File: config.mk
export PLATFORM = sky130hd
export DESIGN_NAME = region_hit_test_unit_flat
export DESIGN_NICKNAME = d
export VERILOG_FILES = /design/src/hdl/rht_pkg.sv /design/src/hdl/rht_req_if.sv /design/src/hdl/rht_rsp_if.sv /design/src/hdl/rht_ctrl.sv /design/src/hdl/rht_dpath.sv /design/src/hdl/region_hit_test_unit.sv /design/src/flat_wrapper.sv
export SDC_FILE = /design/constraint.sdc
export NUM_CORES = 1
export LEC_CHECK = 0
export BUFFER_PORTS_ARGS = -buffer_cell sky130_fd_sc_hd__buf_2
export CAP_MARGIN = 20
export CELL_PAD_IN_SITES_DETAIL_PLACEMENT = 1
export CELL_PAD_IN_SITES_GLOBAL_PLACEMENT = 1
export CORE_AREA = 8 8 311 313
export CTS_BUF_LIST = sky130_fd_sc_hd__clkbuf_8
export DETAILED_ROUTE_END_ITERATION = 10
export DIE_AREA = 0 0 319 321
export GPL_TIMING_DRIVEN = 0
export PLACE_DENSITY = 0.68
export SLEW_MARGIN = 20
export SYNTH_ARGS = -nofsm -noshare
export SYNTH_HDL_FRONTEND = slang
export SYNTH_HIERARCHICAL = 1
export SYNTH_SLANG_ARGS = --single-unit
File: constraint.sdc
create_clock -name i_clk -period 7.7 [get_ports i_clk]
set_input_delay 1.155 -clock i_clk [delete_from_list [all_inputs] [get_ports i_clk]]
set_output_delay 1.155 -clock i_clk [all_outputs]
set_load 0.03 [all_outputs]
File: src/hdl/rht_pkg.sv
// ============================================================================
// rht_pkg
// Shared types and constants for the region hit test unit: field widths,
// request codes, controller states and the command/status bundles between
// the controller and the datapath.
// ============================================================================
package rht_pkg;

    // Fixed field widths
    localparam int COORD_BITS = 12;
    localparam int SLOT_BITS  = 4;

    // Request kinds
    localparam logic REQ_STORE = 1'b0;
    localparam logic REQ_QUERY = 1'b1;

    // One stored rectangle
    typedef struct packed {
        logic [COORD_BITS-1:0] left;
        logic [COORD_BITS-1:0] top;
        logic [COORD_BITS-1:0] w;
        logic [COORD_BITS-1:0] h;
    } t_rect;

    // Controller states
    typedef enum logic [1:0] {
        ST_IDLE,
        ST_WALK,
        ST_POST
    } t_state;

    // Controller to datapath
    typedef struct packed {
        logic store_en;     // write the request rectangle into the table
        logic latch_point;  // capture the query point
        logic clr_idx;      // restart the table walk at entry zero
        logic rd_en;        // read the table at the walk index
        logic save_result;  // capture the compare outcome
        logic load_out;     // move the saved result to the output register
    } t_ctrl_cmd;

    // Datapath to controller
    typedef struct packed {
        logic cmp_vld;      // compare stage holds a fresh entry
        logic cmp_hit;      // that entry is enabled and holds the point
        logic cmp_last;     // that entry is the last of the table
        logic out_free;     // output register can take a new beat
    } t_dp_status;

endpackage

File: src/hdl/rht_req_if.sv
// ============================================================================
// rht_req_if
// Request channel: valid/ready handshake with a store or query payload.
// ============================================================================
interface rht_req_if;
    import rht_pkg::*;

    logic                  valid;
    logic                  ready;
    logic                  req_type;
    logic [SLOT_BITS-1:0]  region_slot;
    logic [COORD_BITS-1:0] pos_x;
    logic [COORD_BITS-1:0] pos_y;
    logic [COORD_BITS-1:0] rect_width;
    logic [COORD_BITS-1:0] rect_height;

    modport source (
        output valid, req_type, region_slot, pos_x, pos_y, rect_width, rect_height,
        input  ready
    );

    modport sink (
        input  valid, req_type, region_slot, pos_x, pos_y, rect_width, rect_height,
        output ready
    );

endinterface

File: src/hdl/rht_rsp_if.sv
// ============================================================================
// rht_rsp_if
// Response channel: valid/ready handshake with the hit flag and hit slot.
// ============================================================================
interface rht_rsp_if;
    import rht_pkg::*;

    logic                 valid;
    logic                 ready;
    logic                 hit;
    logic [SLOT_BITS-1:0] hit_slot;

    modport source (
        output valid, hit, hit_slot,
        input  ready
    );

    modport sink (
        input  valid, hit, hit_slot,
        output ready
    );

endinterface

File: src/hdl/rht_ctrl.sv
// ============================================================================
// rht_ctrl
// Controller for the region hit test unit. Takes request beats, runs the
// table walk for a query and hands the result to the output register.
// ============================================================================
module rht_ctrl (
    input  logic                i_clk,
    input  logic                i_rst_n,
    input  logic                i_in_valid,
    input  logic                i_in_req_type,
    input  rht_pkg::t_dp_status i_status,
    output logic                o_in_ready,
    output rht_pkg::t_ctrl_cmd  o_cmd
);
    import rht_pkg::*;

    t_state r_state;
    t_state n_state;

    // State register
    always_ff @(posedge i_clk) begin
        if (!i_rst_n) begin
            r_state <= ST_IDLE;
        end else begin
            r_state <= n_state;
        end
    end

    // Next state and commands
    always_comb begin
        n_state    = r_state;
        o_in_ready = 1'b0;
        o_cmd      = '0;
        case (r_state)
            ST_IDLE: begin
                o_in_ready = 1'b1;
                if (i_in_valid) begin
                    if (i_in_req_type == REQ_QUERY) begin
                        o_cmd.latch_point = 1'b1;
                        o_cmd.clr_idx     = 1'b1;
                        n_state           = ST_WALK;
                    end else begin
                        o_cmd.store_en = 1'b1;
                    end
                end
            end
            ST_WALK: begin
                // advance the read while the compare stage looks for a match
                o_cmd.rd_en = 1'b1;
                if (i_status.cmp_vld && (i_status.cmp_hit || i_status.cmp_last)) begin
                    o_cmd.save_result = 1'b1;
                    n_state           = ST_POST;
                end
            end
            ST_POST: begin
                // hold the result until the output register frees up
                if (i_status.out_free) begin
                    o_cmd.load_out = 1'b1;
                    n_state        = ST_IDLE;
                end
            end
            default: begin
                n_state = ST_IDLE;
            end
        endcase
    end

endmodule

File: src/hdl/rht_dpath.sv
// ============================================================================
// rht_dpath
// Datapath for the region hit test unit: rectangle table memory, enable
// bits, walk counter, compare stage, result staging and output register.
// ============================================================================
module rht_dpath #(
    parameter int NUM_REGIONS = 16
) (
    input  logic                             i_clk,
    input  logic                             i_rst_n,
    input  rht_pkg::t_ctrl_cmd               i_cmd,
    input  logic [rht_pkg::SLOT_BITS-1:0]    i_region_slot,
    input  logic [rht_pkg::COORD_BITS-1:0]   i_pos_x,
    input  logic [rht_pkg::COORD_BITS-1:0]   i_pos_y,
    input  logic [rht_pkg::COORD_BITS-1:0]   i_rect_width,
    input  logic [rht_pkg::COORD_BITS-1:0]   i_rect_height,
    input  logic                             i_out_ready,
    output rht_pkg::t_dp_status              o_status,
    output logic                             o_out_valid,
    output logic                             o_hit,
    output logic [rht_pkg::SLOT_BITS-1:0]    o_hit_slot
);
    import rht_pkg::*;

    localparam int IDX_W = (NUM_REGIONS > 1) ? $clog2(NUM_REGIONS) : 1;
    localparam logic [IDX_W-1:0] LAST_IDX = IDX_W'(NUM_REGIONS - 1);

    // Table storage
    t_rect                  mem [NUM_REGIONS];
    logic [NUM_REGIONS-1:0] r_enabled;

    // Walk and compare stage
    logic [IDX_W-1:0]       r_rd_idx;
    logic [IDX_W-1:0]       r_cmp_idx;
    logic                   r_cmp_vld;
    logic                   r_cmp_en;
    t_rect                  r_rd_data;

    // Query point
    logic [COORD_BITS-1:0]  r_px;
    logic [COORD_BITS-1:0]  r_py;

    // Saved result and output register
    logic                   r_res_hit;
    logic [SLOT_BITS-1:0]   r_res_slot;
    logic                   r_out_vld;
    logic                   r_out_hit;
    logic [SLOT_BITS-1:0]   r_out_slot;

    logic [IDX_W+SLOT_BITS-1:0] wr_slot_ext;
    logic [IDX_W-1:0]           wr_addr;
    logic                       wr_in_range;
    logic [IDX_W+SLOT_BITS-1:0] cmp_idx_ext;
    logic [COORD_BITS:0]        right;
    logic [COORD_BITS:0]        bottom;
    logic                       inside_x;
    logic                       inside_y;
    logic                       cmp_hit;

    // Store address: slots beyond the table are dropped
    assign wr_slot_ext = {{IDX_W{1'b0}}, i_region_slot};
    assign wr_addr     = wr_slot_ext[IDX_W-1:0];
    assign wr_in_range = (32'(i_region_slot) < NUM_REGIONS);

    // Write the rectangle memory
    always_ff @(posedge i_clk) begin
        if (i_cmd.store_en && wr_in_range) begin
            mem[wr_addr] <= '{left: i_pos_x, top: i_pos_y, w: i_rect_width, h: i_rect_height};
        end
    end

    // Read the rectangle memory at the walk index
    always_ff @(posedge i_clk) begin
        if (i_cmd.rd_en) begin
            r_rd_data <= mem[r_rd_idx];
        end
    end

    // Enable bits: set on store, clear at reset
    always_ff @(posedge i_clk) begin
        if (!i_rst_n) begin
            r_enabled <= '0;
        end else if (i_cmd.store_en && wr_in_range) begin
            r_enabled[wr_addr] <= 1'b1;
        end
    end

    // Walk counter: stop at the last entry
    always_ff @(posedge i_clk) begin
        if (!i_rst_n) begin
            r_rd_idx <= '0;
        end else if (i_cmd.clr_idx) begin
            r_rd_idx <= '0;
        end else if (i_cmd.rd_en && (r_rd_idx != LAST_IDX)) begin
            r_rd_idx <= r_rd_idx + 1'b1;
        end
    end

    // Compare stage tags follow the read
    always_ff @(posedge i_clk) begin
        if (!i_rst_n) begin
            r_cmp_vld <= 1'b0;
        end else begin
            r_cmp_vld <= i_cmd.rd_en;
        end
    end

    always_ff @(posedge i_clk) begin
        if (i_cmd.rd_en) begin
            r_cmp_idx <= r_rd_idx;
            r_cmp_en  <= r_enabled[r_rd_idx];
        end
    end

    // Capture the query point
    always_ff @(posedge i_clk) begin
        if (i_cmd.latch_point) begin
            r_px <= i_pos_x;
            r_py <= i_pos_y;
        end
    end

    // Inclusive bounds test, edges summed one bit wider
    assign right    = {1'b0, r_rd_data.left} + {1'b0, r_rd_data.w};
    assign bottom   = {1'b0, r_rd_data.top} + {1'b0, r_rd_data.h};
    assign inside_x = (r_px >= r_rd_data.left) && ({1'b0, r_px} <= right);
    assign inside_y = (r_py >= r_rd_data.top) && ({1'b0, r_py} <= bottom);
    assign cmp_hit  = r_cmp_en && inside_x && inside_y;

    assign cmp_idx_ext = {{SLOT_BITS{1'b0}}, r_cmp_idx};

    // Save the walk outcome
    always_ff @(posedge i_clk) begin
        if (i_cmd.save_result) begin
            r_res_hit  <= cmp_hit;
            r_res_slot <= cmp_hit ? cmp_idx_ext[SLOT_BITS-1:0] : '0;
        end
    end

    // Output register: load a beat, drop it when taken
    always_ff @(posedge i_clk) begin
        if (!i_rst_n) begin
            r_out_vld <= 1'b0;
        end else if (i_cmd.load_out) begin
            r_out_vld <= 1'b1;
        end else if (i_out_ready) begin
            r_out_vld <= 1'b0;
        end
    end

    always_ff @(posedge i_clk) begin
        if (i_cmd.load_out) begin
            r_out_hit  <= r_res_hit;
            r_out_slot <= r_res_slot;
        end
    end

    // Status back to the controller
    assign o_status.cmp_vld  = r_cmp_vld;
    assign o_status.cmp_hit  = cmp_hit;
    assign o_status.cmp_last = (r_cmp_idx == LAST_IDX);
    assign o_status.out_free = !r_out_vld || i_out_ready;

    assign o_out_valid = r_out_vld;
    assign o_hit       = r_out_hit;
    assign o_hit_slot  = r_out_slot;

endmodule

File: src/hdl/region_hit_test_unit.sv
// ============================================================================
// region_hit_test_unit
// Table of rectangles with enable flags. A store beat writes a rectangle
// into a slot and enables it; a query beat returns the lowest enabled slot
// whose rectangle holds the point, or a miss.
//
//   Channel | Port  | Dir | Beat contents
//   --------+-------+-----+-------------------------------------------------
//   request | i_req | in  | req_type, region_slot, pos_x, pos_y,
//           |       |     | rect_width, rect_height
//   result  | o_rsp | out | hit, hit_slot (one beat per query, none on store)
//
// A query walks the table one entry per cycle through the memory read
// port and compare stage, and stops early when an entry matches.
// Reset clears all enable flags at once; no clearing pass is needed.
// A result waiting in the output register does not block stores; a query
// holds its result until the output register frees up.
// ============================================================================
module region_hit_test_unit #(
    parameter int NUM_REGIONS = 16
) (
    input  logic     i_clk,
    input  logic     i_rst_n,
    rht_req_if.sink  i_req,
    rht_rsp_if.source o_rsp
);
    import rht_pkg::*;

    t_ctrl_cmd  cmd;
    t_dp_status status;
    logic       in_ready;

    rht_ctrl u_ctrl (
        .i_clk         (i_clk),
        .i_rst_n       (i_rst_n),
        .i_in_valid    (i_req.valid),
        .i_in_req_type (i_req.req_type),
        .i_status      (status),
        .o_in_ready    (in_ready),
        .o_cmd         (cmd)
    );

    rht_dpath #(
        .NUM_REGIONS (NUM_REGIONS)
    ) u_dpath (
        .i_clk         (i_clk),
        .i_rst_n       (i_rst_n),
        .i_cmd         (cmd),
        .i_region_slot (i_req.region_slot),
        .i_pos_x       (i_req.pos_x),
        .i_pos_y       (i_req.pos_y),
        .i_rect_width  (i_req.rect_width),
        .i_rect_height (i_req.rect_height),
        .i_out_ready   (o_rsp.ready),
        .o_status      (status),
        .o_out_valid   (o_rsp.valid),
        .o_hit         (o_rsp.hit),
        .o_hit_slot    (o_rsp.hit_slot)
    );

    assign i_req.ready = in_ready;

endmodule

File: src/flat_wrapper.sv
// flat-port wrapper written by rule: the top's interface ports become plain ports
module region_hit_test_unit_flat import rht_pkg::*;
#(
    parameter int NUM_REGIONS = 16
)
  (i_clk, i_rst_n, i_req_valid, i_req_req_type, i_req_region_slot, i_req_pos_x, i_req_pos_y, i_req_rect_width, i_req_rect_height, i_req_ready, o_rsp_valid, o_rsp_hit, o_rsp_hit_slot, o_rsp_ready);
  rht_req_if i_req_i ();
  rht_rsp_if o_rsp_i ();
  input  logic i_clk;
  input  logic i_rst_n;
  input wire logic [$bits(i_req_i.valid)-1:0] i_req_valid;
  input wire logic [$bits(i_req_i.req_type)-1:0] i_req_req_type;
  input wire logic [$bits(i_req_i.region_slot)-1:0] i_req_region_slot;
  input wire logic [$bits(i_req_i.pos_x)-1:0] i_req_pos_x;
  input wire logic [$bits(i_req_i.pos_y)-1:0] i_req_pos_y;
  input wire logic [$bits(i_req_i.rect_width)-1:0] i_req_rect_width;
  input wire logic [$bits(i_req_i.rect_height)-1:0] i_req_rect_height;
  output wire logic [$bits(i_req_i.ready)-1:0] i_req_ready;
  output wire logic [$bits(o_rsp_i.valid)-1:0] o_rsp_valid;
  output wire logic [$bits(o_rsp_i.hit)-1:0] o_rsp_hit;
  output wire logic [$bits(o_rsp_i.hit_slot)-1:0] o_rsp_hit_slot;
  input wire logic [$bits(o_rsp_i.ready)-1:0] o_rsp_ready;
  assign i_req_i.valid = i_req_valid;
  assign i_req_i.req_type = i_req_req_type;
  assign i_req_i.region_slot = i_req_region_slot;
  assign i_req_i.pos_x = i_req_pos_x;
  assign i_req_i.pos_y = i_req_pos_y;
  assign i_req_i.rect_width = i_req_rect_width;
  assign i_req_i.rect_height = i_req_rect_height;
  assign i_req_ready = i_req_i.ready;
  assign o_rsp_valid = o_rsp_i.valid;
  assign o_rsp_hit = o_rsp_i.hit;
  assign o_rsp_hit_slot = o_rsp_i.hit_slot;
  assign o_rsp_i.ready = o_rsp_ready;
  region_hit_test_unit #(.NUM_REGIONS(NUM_REGIONS)) u_core (.i_clk(i_clk), .i_rst_n(i_rst_n), .i_req(i_req_i), .o_rsp(o_rsp_i));
endmodule
# ---- After elaboration in Yosys (flattened, before gate mapping)
# Memory sizes are Yosys's and may differ from the RTL's. A register that Yosys moved wholly into a read port is not among the register bits.
# Cells that the tools add are included.
dict set report word_totals {
  register_bits 63
  latchBits 0
  mem_bits_rw 768
  rom_bits 0
  input_bits 57
  out_inout_bits 7
  elab_cells 70
  memories 1
}
# memory depth width read_ports rd_clocked_by_memory_dff write_ports line
set mem_list {}
lappend mem_list {u_core.u_dpath.mem 16 48 1 1 1 rht_dpath.sv:29} ;# t_rect mem [NUM_REGIONS];
dict set report op_classes {
  add_sub_neg 3
  multipliers 0
  div 0
  order_cmp 7
  eq_ne 8
  n_shift 0
  muxes 22
  bitwise 2
  n_reduce_logical 14
}
# operator n
set op_table {}
lappend op_table {{12-bit by 12-bit adder with 13-bit output} 2}
lappend op_table {{12-bit by 13-bit less-or-equal comparator with 1-bit output} 2}
lappend op_table {{12-bit >= comparator} 2}
lappend op_table {{16-bit bitwise OR} 1}
lappend op_table {{2-bit 2-to-1 mux} 6}
lappend op_table {{1-bit 2-to-1 mux} 11}
lappend op_table {{4-bit by 5-bit < comparator with 1-bit output, second input constant} 2}
lappend op_table {{1-bit logical AND} 7}
lappend op_table {{3-bit 2-to-1 mux} 2}
lappend op_table {{2-bit inequality test, second input constant} 3}
lappend op_table {{2-bit case mux with 3 select lines} 1}
lappend op_table {{4-bit by 1-bit adder with 4-bit output, second input constant} 1}
lappend op_table {{1-bit binary-select mux with 4-bit select} 1}
lappend op_table {{1-bit demux with 4-bit select} 1}
lappend op_table {{4-bit == test, second input constant} 1}
lappend op_table {{4-bit by 1-bit >= comparator with 1-bit output, second input constant} 1}
lappend op_table {{4-bit inequality test, second input constant} 1}
lappend op_table {{4-bit AND reduction} 1}
lappend op_table {{2-bit by 1-bit == test with 1-bit output, second input constant} 1}
lappend op_table {{2-bit == test, second input constant} 1}
lappend op_table {{2-bit logical NOT} 1}
lappend op_table {{1-bit logical OR} 2}
lappend op_table {{2-bit by 1-bit inequality test with 1-bit output, second input constant} 1}
lappend op_table {{2-bit nonzero test} 1}
lappend op_table {{other kinds (3)} 3}

# ---- Depth between registers and ports, before layout
# Gate-level depths: netlist of the first run.
dict set report depth {
  depth_word 10
  ltp_mapped 19
  ltp_nobuf 18
}

# ---- Hierarchy
# Netlist of the first run, hierarchy kept.
# mod n_inst cells_each area_per_inst_um2
set by_module_without_submodules {}
lappend by_module_without_submodules {rht_dpath 1 1523 34474.3}
lappend by_module_without_submodules {rht_ctrl 1 16 143.9}

# ---- Worst setup path before layout of the first run
# No wires, ideal clock.
dict set report synth_timing {
  kind {input-to-reg}
  startpoint {input i_req_req_type}
  endpoint {memory u_core/u_dpath/mem[0][0] (netlist name), enable pin}
  setup_time_ns 0.516
  t_arrival_ns 5.438
  required_time_ns 7.184
  path_slack_ns 1.746
  cell_stages 3
  cell_sequence {nor4b_1 or3b_2 nor3_1}
}
dict set report synth_between {
  elab_chain_len 5
}
# item line
set synth_rtl {}
lappend synth_rtl {{from (decl)} flat_wrapper.sv:12} ;# input wire logic [$bits(i_req_i.req_type)-1:0] i_req_req_type;
lappend synth_rtl {{1-bit 2-to-1 mux} rht_ctrl.sv:38} ;# if (i_in_req_type == REQ_QUERY) begin
lappend synth_rtl {{3-bit 2-to-1 mux} rht_ctrl.sv:37} ;# if (i_in_valid) begin
lappend synth_rtl {{3-bit 2-to-1 mux} rht_ctrl.sv:34} ;# case (r_state)
lappend synth_rtl {{1-bit 2-to-1 mux} rht_dpath.sv:67} ;# if (i_cmd.store_en && wr_in_range) begin
lappend synth_rtl {{1-bit 2-to-1 mux (not written as such)} rht_dpath.sv:68} ;# mem[wr_addr] <= '{left: i_pos_x, top: i_pos_y, w: i_rect_width, h: i_rect_height};
lappend synth_rtl {{to (decl)} rht_dpath.sv:29}
# No other way between the ends.

==> results of run 1 <==
metal layers:
layer / track usage / up-vias / part of all wire
met5: 0 / - / 0
met4: 0.04910 / 0 / 0.019
met3: 0.04172 / 121 / 0.061
met2: 0.2778 / 555 / 0.49
met1: 0.2284 / 9174 / 0.43
li1: - / 7097 / -
per-stage QoR:
stage / hold WS (ps) / setup TNS [ps] / utilization
after floorplan: 400.3 / 0 / -
after global placement: 412.3 / -604550 / 0.3951
after detailed placement: 406.3 / 0 / 0.4096
after CTS: 420.6 / 0 / 0.4383
after global routing: 423.8 / 0 / 0.4383
final: 418.6 / 0 / 0.4384
area by class of cell:
class | count | area [um2]
Sequential cell | 879 | 26160
Clock buffer | 148 | 2037
Multi-Input combinational cell | 563 | 8084
Buffer | 61 | 361.6
Clock inverter | 108 | 609.3
Fill cell | 8611 | 51780
Antenna cell | 4 | 10.01
Timing Repair Buffer | 134 | 1534
Inverter | 36 | 135.1
Tap cell | 1197 | 1498
worst max-delay path, delay by kind of cell (launching register included):
family                   cells  cell delay (ps)
AO/OA/AOI/OAI                9             2760
adder cells (fa/ha/maj)      2              580
AND/OR/NAND/NOR              4              540
flip-flops                   1              420
XOR/XNOR                     1              180
buffers and inverters        1              170
worst min-delay path by stage:
stage,to,cells past startpoint
after detailed placement,u_core/u_dpath/o_hit_slot[1],0
final,u_core/u_dpath/o_hit_slot[2],0
after global routing,u_core/u_dpath/o_hit_slot[3],0
after CTS,u_core/u_dpath/o_hit_slot[1],0
after global placement,u_core/u_dpath/o_hit,0
after floorplan,u_core/u_dpath/o_hit,0
power by group:
part,switching [uW],leakage (uW),internal [uW]
Sequential,26.6,0.00790,5310
Clock,1870,0.00152,1900
Combinational,341,0.00352,259
Total,2240,0.0129,7470
state kept, by name, indices dropped and copies added (netlist names):
name,cells
u_core/u_dpath/r_cmp_en,1
u_core/u_dpath/r_cmp_vld,1
u_core/u_dpath/r_enabled,16
u_core/u_dpath/r_res_hit,1
u_core/u_dpath/o_out_valid,1
u_core/u_dpath/r_rd_data,48
u_core/u_dpath/r_rd_idx,4
u_core/u_dpath/r_px,12
u_core/u_dpath/r_res_slot,4
u_core/u_dpath/o_hit_slot,4
u_core/u_dpath/o_hit,1
u_core/u_dpath/r_cmp_idx,4
u_core/u_dpath/mem,768
u_core/u_dpath/r_py,12
u_core/u_ctrl/r_state,2
cells by family (layout without fill, tap and decap cells):
logic type,after synthesis,in the layout,share of synthesized area
muxes,246,246,0.1597
buffers and inverters,97,487,0.01428
adders and majority gates,75,75,0.02754
and+or+nand+nor,118,118,0.01793
xor gates and xnor gates,22,22,0.005566
AOI/OAI and AO/OA,102,102,0.01948
other,0,4,0
DFF,879,879,0.7555
layout by cell type, fill, tap and decap left out, types with 25 or more instances in the layout:
| cell type | n |
|---|---|
| ha_1 | 73 |
| clkinv_1 | 28 |
| inv_1 | 86 |
| buf_4 | 31 |
| clkbuf_8 | 148 |
| mux4_2 | 245 |
| clkbuf_1 | 26 |
| edfxtp_1 | 855 |
| buf_16 | 25 |
| buf_2 | 74 |
==> summary.md, run 1 <==
| Metric | Value |
|---|---|
| Pwr/cell area | `240.2 mW/mm2` |
| Final Non-Filler Cells | `3130` |
| CP max FO | `5` |
| Hold Path Class | `reg -> reg` |
| TritonCTS clock tree | `done` |
| Slowest-stage cell, CP | `o211ai_1` |
| Placed cell areas | `0.03777 mm2` |
| RSZ-0062 raised after global routing | `false` |
| Largest net degree at the start of global routing | `25` |
| CTS buffer count | `approximately 140` |
| Max Cap Viol | `0` |
| Root buf cell | `clkbuf_8` |
| First-pass GRT wire length | `126.4 mm` |
| Vias in the first global route | `18210` |
| Seq cells post-synth | `879` |
| Register area share after synthesis | `0.7555` |
| Layout Skew | `30.17 ps` |
| Crit path DAT | `5440 ps` |
| Hold buffer count at CTS | `0` |
| Main synth FF type | `edfxtp_1` |
| Share of layout cells above drive strength 1 | `0.3142` |
| Area delta synth->final | `16.77%` |
| Top post-synthesis cells by area | `edfxtp_1 (74%), mux4_2 (16%), ha_1 (2.6%)` |
| Synth Instances | `approximately 1500` |
| Mapped cell area | `0.03462 mm2` |
| Post-Synthesis Net Count | `1671` |
| Clk_lat worst skew | `810 ps` |
| Syn avg cell area | `22.49 um2` |
| Antenna-violating nets left | `0` |
| Reg2Reg Depth | `17` |
| Hold path startpoint | `u_core/u_dpath/r_res_slot[2]` |
| EDFF count, synth | `855` |
| Setup CP Type | `reg -> reg` |
| Final period util | `0.6366` |
| Nets@finish | `1949` |
| Crit start category | `register` |
| Die Y | `321 um` |
| Die area | `0.1024 mm2` |
| Relative slew slack | `0.2891` |
| Slew @ Worst Pin | `around 1100 ps` |
| YS warnings | `6` |
| Final setup fails | `0` |
| R2R Path Start | `u_core/u_dpath/r_rd_data[37]` |
| Post-CTS setup buffers | `0` |
| Crit-path max cell delay | `610 ps` |
| Ys async rst share | `0` |
| Grt ovf | `0` |
| Critical path endpoint category | `register` |
| Core Rows | `112` |
| Peak Freq | `0.2040 GHz` |
| Max Slew Vio Count | `0` |
| Average routed wire per standard cell | `between 20 and 30 um` |
| Routability cong. | `0.8238` |
| Initial Util | `0.3754` |
| Synth cell count leaders | `edfxtp_1 (855), mux4_2 (245), ha_1 (73), inv_1 (36), nor2_1 (33)` |
| Worst setup path end | `u_core/u_dpath/r_res_slot[0]` |
| Final Critical Period | `4902 ps` |
| Routed WL | `87.41 mm` |
| Core area | `0.09221 mm2` |
| PostCTS Resize Cnt | `0` |
| TritonRoute pass-1 iters | `7` |
| Worst Path Required | `8240 ps` |
| Post-place setup slack | `2913 ps` |
| Cell count after placement | `around 2900` |
| IO Port Bufs | `63` |
| Initial drt markers | `roughly 1500` |
| Via/cell ratio | `around 5.4` |
| Drc violations | `0` |
| Final Instance Area | `approximately 0.040 mm2` |
| Netlist cell types | `58` |
| Worst setup margin | `about 2800 ps` |
| Top-count cell post-synth | `edfxtp_1` |
| Initial antenna violation count | `8` |
| CP Cell Sequence | `ha_1 -> a211oi_1 -> o21ai_1 -> a2111oi_1 -> o31ai_1 -> a21oi_1 -> xor2_1 -> ha_1 -> nand4_1 -> nor2_1 -> a221o_1 -> a211o_1 -> o211ai_1 -> nor2_1 -> buf_4 -> o21a_1 -> and2_1` |
| Final HPWL from detailed placement | `58.59 mm` |
| Horiz. Die Dim | `319 um` |
| Worst-path clk slew | `about 60 ps` |
| Clock buffer depth | `3` |
| Peak VDD IR | `167.5 uV` |
| Global Route Usage Sum | `0.1704` |
| Ports | `64` |
| R2R Setup Slk | `2800 ps` |
| CP Launch Point | `u_core/u_dpath/r_rd_data[37]` |
| Leakage power | `0.01295 uW` |
| Hold Fails Final Rpt | `0` |
| Worst reg2reg endpoint | `u_core/u_dpath/r_res_slot[0]` |
| Status | `finished, final reports clean` |
| Clk sink count | `~900` |
| Synth area leader | `edfxtp_1` |
| Via count | `around 17000` |
| Area fraction of the dominant cell type after synthesis | `0.7417` |
| Depth of the CTS H-tree | `4` |
| Total power | `9709 uW` |
No activity file was read; power rests on OpenSTA's default activity.
==> run 2: changes to the inputs <==
Settings changed: ABC_AREA set to 1, CORE_AREA 8 8 311 313 to 8 8 315 317, DIE_AREA 0 0 319 321 to 0 0 323 325, PLACE_DENSITY 0.68 to 0.72.
Clock period 7.7 ns to 4.8 ns, I/O delays scaled along.
==> run 2 against run 1 <==
Effect of this change: die area grew 2.5%; global-route usage is 4.8 points higher; synthesized cell count increased by 75%; clock-buffer cell count is 2 higher; worst setup slack worse by 2100 ps; core utilization down 0.12 points; final cell count rose by 38%; register-to-register slack lost 2100 ps; flip-flop and latch count did not move.
==> summary.md, run 2 <==
| Metric | Value |
|---|---|
| Die area | `0.1050 mm2 (+2.5%)` |
| Simple-Gate Fraction of Synth Area | `0.08908 (+0.07115)` |
| Max FFs per register | `768 (unchanged)` |
| CP most frequent cell | `nand2_1` |
| Slew @ Worst Pin | `1121 ps (+55.11 ps)` |
| Placed cell areas | `0.03853 mm2 (+2.0%)` |
| Biggest regs | `u_core/u_dpath/mem x768, u_core/u_dpath/r_rd_data x48, u_core/u_dpath/r_enabled x16` |
| TritonCTS clock tree | `done` |
| Main combinational cell family by area after synthesis | `compound AO/OA/AOI/OAI gates` |
| Horiz. Die Dim | `323 um (+1.3%)` |
| Hold Path Class | `in -> reg` |
| Hold buffer count at CTS | `0 (unchanged)` |
| Setup CP Type | `reg -> reg` |
| Via count | `24530 (+45%)` |
| Critical path endpoint category | `register` |
| Average routed wire per standard cell | `27.00 um (-3.3%)` |
| Nets@finish | `3080 (+58%)` |
| Drc violations | `0 (unchanged)` |
| Buffers and inverters on the worst path | `6 (+5)` |
| Final HPWL from detailed placement | `80.93 mm (+38%)` |
| Final hold slack | `223.9 ps (-194.7 ps)` |
| Worst-path clk slew | `60 ps (about the same)` |
| Seq cells post-synth | `879 (unchanged)` |
| Area fraction of the dominant cell type after synthesis | `0.7222 (-0.01945)` |
| IO Port Bufs | `63 (unchanged)` |
| Root buf cell | `clkbuf_8` |
| Vias in the first global route | `25650 (+41%)` |
| Worst Path Required | `5280 ps (-2960 ps)` |
| Global Route Usage Sum | `0.2184 (+0.04793)` |
| Worst setup margin | `664.9 ps (-2133 ps)` |
| Routed met1 length | `46.89 mm (+24%)` |
| First-pass GRT wire length | `168.8 mm (+34%)` |
| Slowest-stage cell, CP | `fa_1` |
| YS warnings | `6 (unchanged)` |
| WL met2 | `55.17 mm (+29%)` |
| Peak VDD IR | `276.9 uV (+65%)` |
| PostCTS Resize Cnt | `0 (unchanged)` |
| Synth Area in Compound Gates | `0.1090 (+0.08955)` |
| Post-place setup slack | `780.9 ps (-2132 ps)` |
| Peak Freq | `0.2418 GHz (+19%)` |
| CP Cell Sequence | `ha_1 -> inv_1 -> fa_1 -> nand3b_1 -> nand2_1 -> nand4_1 -> nand2_1 -> a21oi_1 -> xor2_1 -> ha_1 -> nand2_1 -> nor2_1 -> nand3b_1 -> nor3b_1 -> nand2_1 -> inv_1 -> nand2_1 -> nand3_2 -> inv_1 -> buf_4 -> inv_1 -> nand2_1 -> nand3_2 -> inv_1` |
| Top post-synthesis cells by area | `edfxtp_1 (72%), o21ai_0 (5.2%), nor2_1 (5.0%)` |
| Final period util | `0.8615 (+0.2249)` |
| Routability cong. | `0.8593 (+4.3%)` |
| Ys async rst share | `0 (unchanged)` |
| Final Instance Area | `0.04117 mm2 (+1.8%)` |
| Post-Synthesis Net Count | `2825 (+69%)` |
| Initial Util | `0.3775 (+0.002107)` |
| Synth cell count leaders | `edfxtp_1 (855), nor2_1 (471), o21ai_0 (370), nand2_1 (191), o22ai_1 (114)` |
| Top-count cell post-synth | `edfxtp_1` |
| TritonRoute pass-1 iters | `5 (-2)` |
| Commonest non-fill, non-tap cells in the layout | `edfxtp_1 (855), nor2_1 (455), o21ai_0 (370)` |
| Crit start category | `register` |
| Mapped cell area | `0.03555 mm2 (+2.7%)` |
| Pwr/cell area | `386.1 mW/mm2 (+61%)` |
| Seq pwr share | `0.538 (-0.011)` |
| Met3 WL | `9.529 mm (+80%)` |
| Syn avg cell area | `13.20 um2 (-41%)` |
| Final Critical Period | `4135 ps (-766.8 ps)` |
| Core area | `0.09416 mm2 (+2.1%)` |
| Fillers | `9850 (+14%)` |
| Final setup fails | `0 (unchanged)` |
| Depth of the CTS H-tree | `4 (unchanged)` |
| XOR/XNOR Fraction of Synth Area | `0.004927 (-0.0006387)` |
| Clk sink count | `879 (unchanged)` |
| Clk_lat worst skew | `810 ps (about the same)` |
| Layout Skew | `37.36 ps (+7.190 ps)` |
| Initial antenna violation count | `10 (+2)` |
| Relative slew slack | `0.2524 (-0.03674)` |
| Largest net degree at the start of global routing | `27 (+8.0%)` |
| Internal power | `11850 uW (+59%)` |
| Synth area leader | `edfxtp_1` |
| Mux cell area share after synthesis | `0.0002816 (-0.1594)` |
| Leakage power | `0.01411 uW (+9.0%)` |
| Layout Utilization | `0.4372 (-0.001207)` |
| Status | `finished, final reports clean` |
| Hold Fails Final Rpt | `0 (unchanged)` |
| Sw power | `4041 uW (+80%)` |
| EDFF count, synth | `855 (unchanged)` |
| Post-CTS setup buffers | `0 (unchanged)` |
| Netlist cell types | `42 (-28%)` |
| Initial drt markers | `2303 (+51%)` |
| Register area share after synthesis | `0.7357 (-0.01981)` |
| Cell family with most CP delay | `simple AND/OR/NAND/NOR gates` |
| Area delta synth->final | `15.80%` |
| Share of layout cells above drive strength 1 | `0.1261 (-0.1880)` |
| Antenna-violating nets left | `0 (unchanged)` |
| CP max FO | `5 (unchanged)` |
| Sw frac | `0.2543 (+0.02359)` |
| Grt ovf | `0 (unchanged)` |
| Clock network power share | `0.379 (-0.010)` |
| Crit path DAT | `4620 ps (-820 ps)` |
| RSZ-0062 raised after global routing | `false` |
| Comb pwr share | `0.083 (+0.021)` |
| Largest reg by FF count | `u_core/u_dpath/mem` |
| Core Rows | `113 (+0.89%)` |
| Synth Area in Adders | `0.02682 (-0.0007221)` |
| Total power | `15890 uW (+64%)` |
| Ports | `64 (unchanged)` |
| Max Cap Viol | `0 (unchanged)` |
| Top Layer Used | `met5` |
| Most common cell after layout, fill and taps aside | `edfxtp_1` |
| Via/cell ratio | `5.663 (+4.6%)` |
| Max Slew Vio Count | `0 (unchanged)` |
| CTS buffer count | `148 (+4.2%)` |
| Crit-path max cell delay | `460 ps (-150 ps)` |
| Routed WL | `117.0 mm (+34%)` |
| Synth Instances | `2693 (+75%)` |
| Die Y | `325 um (+1.2%)` |
| Main synth FF type | `edfxtp_1` |
| Clock buffer depth | `3 (unchanged)` |
run 2: cell count changes in the layout (fill, tap and decap cells not counted), moves of 95 or more:
cell,change
mux4_2,-245
nand2_1,+174
nand3_1,+95
nor2_1,+434
o21ai_0,+351
o22ai_1,+112
run 2: routing by layer:
metal	GRT usage	up-vias
met3	0.04495	287
met1	0.2806	12600
met5	0	-
met2	0.3498	1107
met4	0.1085	2
li1	-	10530
run 2: final timing paths:
check | from | to | slack, ps | cells past startpoint
worst min-delay path | i_rst_n | u_core/u_dpath/r_cmp_vld | 220 | 3
worst min register to register | u_core/u_dpath/r_res_slot[3] | u_core/u_dpath/o_hit_slot[3] | 420 | 0
worst max-delay path | u_core/u_dpath/r_rd_data[0] | u_core/u_dpath/r_res_slot[1] | 660 | 24
worst max register to register | u_core/u_dpath/r_rd_data[0] | u_core/u_dpath/r_res_slot[1] | 660 | 24
run 2: power by group through the flow:
stage	clock, uW	sequential [uW]	combinational, uW
after floorplan	0	8700	693
after global placement	0	8720	1200
after detailed placement	0	8720	1290
after CTS	6140	8560	1300
after global routing	6440	8560	1420
final	6020	8560	1310
run 2: worst register-to-register path, stage by stage (launching register included):
cell and delay [ps]:
edfxtp_1 400, ha_1 160, inv_1 80, fa_1 460, nand3b_1 170, nand2_1 140
nand4_1 120, nand2_1 160, a21oi_1 100, xor2_1 160, ha_1 310, nand2_1 90
nor2_1 110, nand3b_1 130, nor3b_1 170, nand2_1 60, inv_1 40, nand2_1 160
nand3_2 160, inv_1 110, buf_4 110, inv_1 30, nand2_1 90, nand3_2 100
inv_1 180
run 2: kinds of logic (layout without fill, tap and decap cells):
group,Yosys count,count (layout)
other,0,6
DFF,879,879
and+or+nand+nor,791,791
buffers and inverters,260,627
adders and majority gates,75,75
xor gates and xnor gates,20,20
AOI/OAI and AO/OA,667,667
muxes,1,1
run 2: cell type report:
cell class,instances,area (um2),area share
Tap cell,1265,1583,0.03845
Buffer,160,835.8,0.02030
Sequential cell,879,26160,0.6353
Clock inverter,112,553.0,0.01343
Clock buffer,150,2064,0.05015
Timing Repair Buffer,105,1276,0.03100
Multi-Input combinational cell,1554,8307,0.2018
Antenna cell,6,15.01,0.0003647
Inverter,100,377.9,0.009179
run 2: stage by stage:
| step | setup TNS, ps | cells |
|---|---|---|
| 3_3_place_gp | -1094790 | 4021 |
| 3_5_place_dp | 0 | 4063 |
| 2_1_floorplan | 0 | 2693 |
| 5_1_grt | 0 | 4327 |
| 4_1_cts | 0 | 4325 |
| 6_report | 0 | 4331 |
